$ cat src/rtl/ogic_pkg.sv
// Shared types and constants for the online grid island counter.
// No dependencies; every other file but ogic_ram imports this package.
`default_nettype none

package ogic_pkg;

    localparam int ROW_W     = 6;
    localparam int COL_W     = 6;
    localparam int DIM_W     = 7;
    localparam int CNT_W     = 13;
    localparam int RANK_W    = 4;
    localparam int CFG_IDX_W = 1;

    localparam int DEF_MAX_ROWS = 64;
    localparam int DEF_MAX_COLS = 64;

    localparam logic [DIM_W-1:0]  DIM_RESET = 7'd64;
    localparam logic [CNT_W-1:0]  CNT_MAX   = 13'd8191;
    localparam logic [RANK_W-1:0] RANK_MAX  = 4'd15;

    // register indexes of the configuration port
    localparam logic [CFG_IDX_W-1:0] REG_GRID_ROWS = 1'd0;
    localparam logic [CFG_IDX_W-1:0] REG_GRID_COLS = 1'd1;

    // datapath operations issued by the controller
    typedef enum logic [3:0] {
        OP_NONE,
        OP_CLEAR,
        OP_LOAD,
        OP_SET,
        OP_NB_READ,
        OP_NB_SKIP,
        OP_FIND_START,
        OP_FIND_STEP,
        OP_COMP_STEP,
        OP_ADD,
        OP_JOIN_READ,
        OP_JOIN_APPLY,
        OP_COUNT,
        OP_OUT
    } t_op;

    typedef struct packed {
        logic in_range;
        logic occ_hit;
        logic nb_ok;
        logic k_last;
        logic found;
        logic root_is_nb;
        logic comp_done;
        logic no_roots;
        logic ji_last;
        logic clr_done;
        logic out_full;
    } t_stat;

endpackage

`default_nettype wire

$ cat src/rtl/ogic_ctrl.sv
// Controller state machine: sequences table sweeps, root walks and joins.
// Depends on ogic_pkg; drives ogic_datapath through t_op / t_stat.
`default_nettype none

module ogic_ctrl import ogic_pkg::*; (
    input  wire logic  i_clk,
    input  wire logic  i_rst_n,
    input  wire logic  i_in_valid,
    output logic       o_in_ready,
    input  wire logic  i_out_ready,
    input  wire t_stat i_stat,
    output t_op        o_op
);
    localparam logic [3:0] S_CLEAR    = 4'd0;
    localparam logic [3:0] S_IDLE     = 4'd1;
    localparam logic [3:0] S_CHECK    = 4'd2;
    localparam logic [3:0] S_NB_ISSUE = 4'd3;
    localparam logic [3:0] S_NB_WAIT  = 4'd4;
    localparam logic [3:0] S_FIND     = 4'd5;
    localparam logic [3:0] S_COMP     = 4'd6;
    localparam logic [3:0] S_ADD      = 4'd7;
    localparam logic [3:0] S_JOIN_RD  = 4'd8;
    localparam logic [3:0] S_JOIN_AP  = 4'd9;
    localparam logic [3:0] S_COUNT    = 4'd10;
    localparam logic [3:0] S_RESULT   = 4'd11;

    logic [3:0] r_state, n_state;

    always_comb begin
        n_state    = r_state;
        o_op       = OP_NONE;
        o_in_ready = 1'b0;
        unique case (r_state)
            S_CLEAR: begin
                o_op = OP_CLEAR;
                if (i_stat.clr_done) n_state = S_IDLE;
            end
            S_IDLE: begin
                o_in_ready = 1'b1;
                if (i_in_valid) begin
                    o_op    = OP_LOAD;
                    n_state = S_CHECK;
                end
            end
            S_CHECK: begin
                if (!i_stat.in_range || i_stat.occ_hit) begin
                    n_state = S_RESULT;
                end else begin
                    o_op    = OP_SET;
                    n_state = S_NB_ISSUE;
                end
            end
            S_NB_ISSUE: begin
                if (i_stat.nb_ok) begin
                    o_op    = OP_NB_READ;
                    n_state = S_NB_WAIT;
                end else begin
                    o_op = OP_NB_SKIP;
                    if (i_stat.k_last) n_state = S_JOIN_RD;
                end
            end
            S_NB_WAIT: begin
                if (i_stat.occ_hit) begin
                    o_op    = OP_FIND_START;
                    n_state = S_FIND;
                end else begin
                    o_op    = OP_NB_SKIP;
                    n_state = i_stat.k_last ? S_JOIN_RD : S_NB_ISSUE;
                end
            end
            S_FIND: begin
                o_op = OP_FIND_STEP;
                if (i_stat.found) n_state = i_stat.root_is_nb ? S_ADD : S_COMP;
            end
            S_COMP: begin
                o_op = OP_COMP_STEP;
                if (i_stat.comp_done) n_state = S_ADD;
            end
            S_ADD: begin
                o_op    = OP_ADD;
                n_state = i_stat.k_last ? S_JOIN_RD : S_NB_ISSUE;
            end
            S_JOIN_RD: begin
                if (i_stat.no_roots) begin
                    n_state = S_COUNT;
                end else begin
                    o_op    = OP_JOIN_READ;
                    n_state = S_JOIN_AP;
                end
            end
            S_JOIN_AP: begin
                o_op    = OP_JOIN_APPLY;
                n_state = i_stat.ji_last ? S_COUNT : S_JOIN_RD;
            end
            S_COUNT: begin
                o_op    = OP_COUNT;
                n_state = S_RESULT;
            end
            S_RESULT: begin
                if (!i_stat.out_full || i_out_ready) begin
                    o_op    = OP_OUT;
                    n_state = S_IDLE;
                end
            end
            default: n_state = S_CLEAR;
        endcase
    end

    always_ff @(posedge i_clk) begin
        if (!i_rst_n) begin
            r_state <= S_CLEAR;
        end else begin
            r_state <= n_state;
        end
    end

    a_accept_check: assert property (@(posedge i_clk) disable iff (!i_rst_n)
        (i_in_valid && o_in_ready) |=> (r_state == S_CHECK))
        else $error("accepted request did not enter check");

    a_find_to_comp: assert property (@(posedge i_clk) disable iff (!i_rst_n)
        (r_state == S_FIND && i_stat.found && !i_stat.root_is_nb) |=> (r_state == S_COMP))
        else $error("long chain did not go to compression");

    a_result_hold: assert property (@(posedge i_clk) disable iff (!i_rst_n)
        (r_state == S_RESULT && i_stat.out_full && !i_out_ready) |=> (r_state == S_RESULT))
        else $error("result overwrote a pending response");
endmodule

`default_nettype wire

$ cat config.mk
export PLATFORM = sky130hd
export DESIGN_NAME = ogic_ctrl
export DESIGN_NICKNAME = d
export VERILOG_FILES = /design/src/rtl/ogic_pkg.sv /design/src/rtl/ogic_ctrl.sv
export SDC_FILE = /design/constraint.sdc
export NUM_CORES = 1
export LEC_CHECK = 0
export BUFFER_PORTS_ARGS = -buffer_cell sky130_fd_sc_hd__buf_2
export CAP_MARGIN = 10
export CORE_MARGIN = 2
export CORE_UTILIZATION = 46
export CTS_CLUSTER_SIZE = 24
export DETAILED_ROUTE_END_ITERATION = 10
export PLACE_DENSITY_LB_ADDON = 0.12
export SYNTH_ARGS = -nofsm -noshare
export SYNTH_HDL_FRONTEND = slang
export SYNTH_SLANG_ARGS = --single-unit
$ cat constraint.sdc
create_clock -name i_clk -period 3.38 [get_ports i_clk]
set_clock_uncertainty 0.1 [all_clocks]
set_input_delay 0 -clock i_clk [delete_from_list [all_inputs] [get_ports i_clk]]
set_output_delay 0 -clock i_clk [all_outputs]
set_load 0.02 [all_outputs]
=== Yosys cells after proc, flatten, opt, wreduce, memory -nomap -nowiden ===
Cells that the tools add are included.

* Flip-flop bits (word level): 4
* Latch bits: 0
* Memory bits (writable): 0
* Bits in read-only memories: 0
* Output and inout bits: 5
* Memories kept: 0

* $add $sub $neg: 0
* Multiply operators: 0
* Divide/modulo/power cells: 0
* Order comparisons: 0
* Eq/ne operators: 17
* Shift operators: 0
* Mux-type cells: 22
* Bitwise gates (word level): 0
* Reduce and logical (&&, ||, !) cells: 6

{| class="wikitable"
|+ Operator list
! operator !! number
|-
| case mux 4 bit (12 select lines) || 2
|-
| two-way mux 4 bit || 12
|-
| == test 4 x 3 -> 1 bit (second input constant) || 4
|-
| == test 4 bit (second input constant) || 4
|-
| two-way mux 2 bit || 5
|-
| inequality test 2 bit (second input constant) || 5
|-
| == test 4 x 2 -> 1 bit (second input constant) || 2
|-
| AND reduction 6 bit || 1
|-
| == test 4 x 1 -> 1 bit (second input constant) || 1
|-
| zero test 4 bit || 1
|-
| two-way mux 1 bit || 3
|-
| inequality test 3 bit (second input constant) || 1
|-
| zero test 1 bit || 2
|-
| logical OR 1 bit || 2
|}

=== Logic depth before layout (Yosys ltp) ===
* Word-level depth: 4
* Gate-level depth with buffers: 7
* Depth with buffers taken out: 4

=== Worst setup path after synthesis ===
No wires, ideal clock.

* Path kind: register to output
* From: register r_state[0]
* To: output port o_op[0]
* Arrival: 1.496 ns
* Path slack: 1.784 ns
* Stages on the path, launching flop included: 7
* Cells stage by stage: dfxtp_1 -> buf_4 -> buf_2 -> buf_2 -> a21oi_1 -> nor2_1 -> o32ai_1

* Longest elaborated chain between the ends: 2
* Elaborated cells between the ends (all ways): 13
* Those cells by class: 11 x eq/ne; 1 x mux; 1 x reduce/logical

{| class="wikitable"
|+ RTL lines
! item !! RTL line !! source
|-
| from (decl) || ogic_ctrl.sv:27 || <nowiki>logic [3:0] r_state, n_state;</nowiki>
|-
| from (signal assigned) || ogic_ctrl.sv:113 || <nowiki>r_state <= n_state;</nowiki>
|-
| == test 4 bit, or another cell as far along || ogic_ctrl.sv:33 || <nowiki>unique case (r_state)</nowiki>
|-
| case mux 4 bit (12 select lines) (*) || ogic_ctrl.sv:33 ||
|-
| to (decl) || ogic_ctrl.sv:12 || <nowiki>output t_op o_op</nowiki>
|}

Every way passes the cells marked *; elsewhere a longest branch is shown, timed or not.

=== Worst setup path in the final report ===
* From: register r_state[3]
* To: register r_state[3]

* Longest elaborated chain between the ends: 3
* Elaborated cells between the ends (all ways): 20
* Those cells by class: 17 x eq/ne; 1 x mux; 2 x reduce/logical

{| class="wikitable"
|+ RTL lines
! item !! RTL line
|-
| == test 4 x 2 -> 1 bit, or another cell as far along || ogic_ctrl.sv:33
|-
| inequality test 3 bit (no source line) / inequality test 2 bit (equally long branches) || n/a
|-
| AND reduction 6 bit (no source line) || n/a
|}

Several ways; a longest one is shown, not always the timed one.
A chain may end at the register's enable or synchronous reset.

==> results.cfg <==
[cts]
cts_buffers = 3
clk_latency_ns = 0.23
cts.repair.resized = 0
htreeDepth = 1
clk_pin_slew_ns = 0.04
cts_num_sinks = 4
cts-root-buf = clkbuf_4
clk_path_buf_depth = 2
cts_tree = done

[synthesis]
synth_top_area_frac = 0.129
avgSynthCellArea_um2 = 7.15
ys_ff_latch = 4
synth_ff_type = dfxtp_1
async_flop_share = 0
synthDistinctLibCells = 42
ys.warnings.count = 0
syn-cell-area_um2 = 622
syn-instance-count = 87
synth_area_leaders = dfxtp_1 13%, nand2b_1 5.0%, a21oi_1 4.8%
synth_largest_area_cell = dfxtp_1
synth_nets = 102
synth_edf_count = 0
yosysSeqAreaShare = 0.129

[min_path]
hold_end = r_state[3]
worstHoldPathType = input pin to flip-flop
whs_path_depth = 4
hp-start = i_out_ready

[die]
fp.dieW_um = 40.8
rows = 13
num_io_pins = 20
core_mm2 = 0.00128
die_h_um = 40.8
start_util = 0.484
die_area_mm2 = 0.00166

[critical_path]
critPathLaunchType = flip-flop
arrival_ns = 1.95
critPathSlowestCell = dfxtp_1
r2r-end = r_state[3]
max_stage_delay_ns = 0.69
critical_path.endpoint_type = flip-flop
criticalPathCategory = flip-flop to flip-flop
reg2reg_depth = 4
r2r_slack_ns = 1.49
path_max_fanout = 19
r2r-start = r_state[3]
crit_required_ns = 3.44
cpLargestDelayFamily = flip-flops
path_buf_inv = 0
crit_path_cell_trace = mux2_2 -> a2111oi_2 -> o21ai_1 -> o22ai_1

[detailed_routing]
first_pass_iters = 4
drcViolationCount = 0
wl_per_cell_um = 12.8
ant_nets = 0
drtIter0Drc = 20
routed_via_density = 5.90
vias = 690
wl_mm = 1.49

[layout]
syn_to_final_growth_pct = 15.5
fin_nets = 119
antenna_cells = 0
fin_util = 0.559
max_flop_register = r_state
top_regs = r_state (4)
fill_cells = 123
largest_reg_flops = 4
drive_gt1_frac = 0.294

[sta]
tightest_slew_ns = 0.695
fin_tns_setup_ns = 0
fin_ws_ns = 1.49
fmax_mhz = 529
hold_viol_final = 0
min_period_ns = 1.89
rsz0062_at_grt = false
slew_headroom = 0.536
slew_viol_final = 0
setup_viol = 0
fin_crit_sh = 0.560

[placement]
dp_slack_ns = 1.50
gp_congestion = 0.848
port_buffers = 19
dp.final_hpwl_mm = 1.08

[pwr]
worst_ir_drop_vdd_mv = 0.361
finalPower_uw = 551
p_leak_uw = 0.000284
power_density_mw_per_mm2 = 767

[global_routing]
grt.overflow.total = 0
grt_start_max_net_pins = 29
grt_use_total = 0.215
grt_pass1_wl_mm = 2.44
first_global_vias = 557
antenna_found_initial = 0

[flow_run]
drv_cap = 0

[outcome]
status = complete, no violations
tightest hold or removal path, delay by kind of cell:
kind	cells	cell delay, ns
buffers and inverters	1	0.08
AND/OR/NAND/NOR	2	0.21
AO/OA/AOI/OAI	1	0.09
cell families (layout without fill, tap and decap cells):
group | Yosys count | after routing | synth area share
AO/OA/AOI/OAI | 27 | 27 | 0.312
multiplexers | 2 | 2 | 0.0342
AND/OR/NAND/NOR | 41 | 41 | 0.400
buffers and inverters | 12 | 27 | 0.111
flip-flops | 4 | 4 | 0.129
XOR/XNOR | 1 | 1 | 0.0141
metrics by stage:
step	std cells	hold slack [ns]	cell area, um^2
global route	117	0.131	718
floorplan	87	0.0500	622
finish	117	0.0979	718
CTS	117	0.0968	718
detailed placement	113	0.208	686
global placement	113	0.209	686
synthesized netlist by cell type (all sizes together), types with 2 or more instances:
cell     n
nor3     5
a21oi    6
dfxtp    4
clkbuf   2
buf      7
nor2     7
nor2b    2
nand2b   7
nand4    2
a221oi   2
inv      3
a2111oi  2
nand3b   2
o21ai    7
nor4b    2
o32ai    2
nand2    7
worst max path at each step:
| stage | startpoint | endpoint | cells after the start |
|---|---|---|---|
| after global routing | r_state[2] | o_op[0] | 4 |
| after CTS | r_state[1] | r_state[1] | 4 |
| after global placement | r_state[3] | r_state[3] | 4 |
| after detailed placement | r_state[3] | r_state[3] | 4 |
| after floorplan | r_state[0] | o_op[0] | 6 |
| final | r_state[3] | r_state[3] | 4 |
report_power, final:
| group | switching (uW) | leakage (uW) | internal (uW) | total [uW] |
|---|---|---|---|---|
| Sequential | 50.0 | 0.0000328 | 63.4 | 113 |
| Clock | 19.7 | 0.0000138 | 39.7 | 59.4 |
| Combinational | 211 | 0.000238 | 167 | 378 |
area by class of cell:
type | instances | area, um^2 | area share
multi-input combinational | 71 | 473 | 0.659
timing repair buffer | 21 | 113 | 0.157
sequential | 4 | 80.1 | 0.111
clock buffer | 3 | 22.5 | 0.0314
tap | 15 | 18.8 | 0.0261
inverter | 3 | 11.3 | 0.0157
layout by cell type (no fill, tap or decap), drive strengths merged:
cell type	n
buf	20
nor2	7
nand2	7
o21ai	7
nand2b	7
a21oi	6
nor3	5
dfxtp	4
inv	3
clkbuf	3
nor2b	2
nor4b	2
nand4	2
a221oi	2
nand3b	2
o32ai	2
a2111oi	2
a311oi	1
a21o	1
a31oi	1
nand3	1
a22o	1
nor4bb	1
o21bai	1
or4	1
and3	1
and3b	1
xnor2	1
mux2	1
or3	1
o22ai	1
nor3b	1
a32o	1
o31ai	1
mux2i	1
dlygate4sd3	1
layer usage:
metal  global-route usage  share of wire  wire length, um  vias to the layer above
met4               0.0583              0                0                        0
met1                0.310           0.47              702                      309
met3               0.0326          0.061               91                        0
met2                0.325           0.47              700                       24
li1                     -              -                -                      357
met5                    0              0                0                        -
what timing repair did:
action	CTS	global route
hold endpoints to repair	2	0
buffers inserted	0	0
hold buffers	1	0
Power figures use the tool's default switching activity.
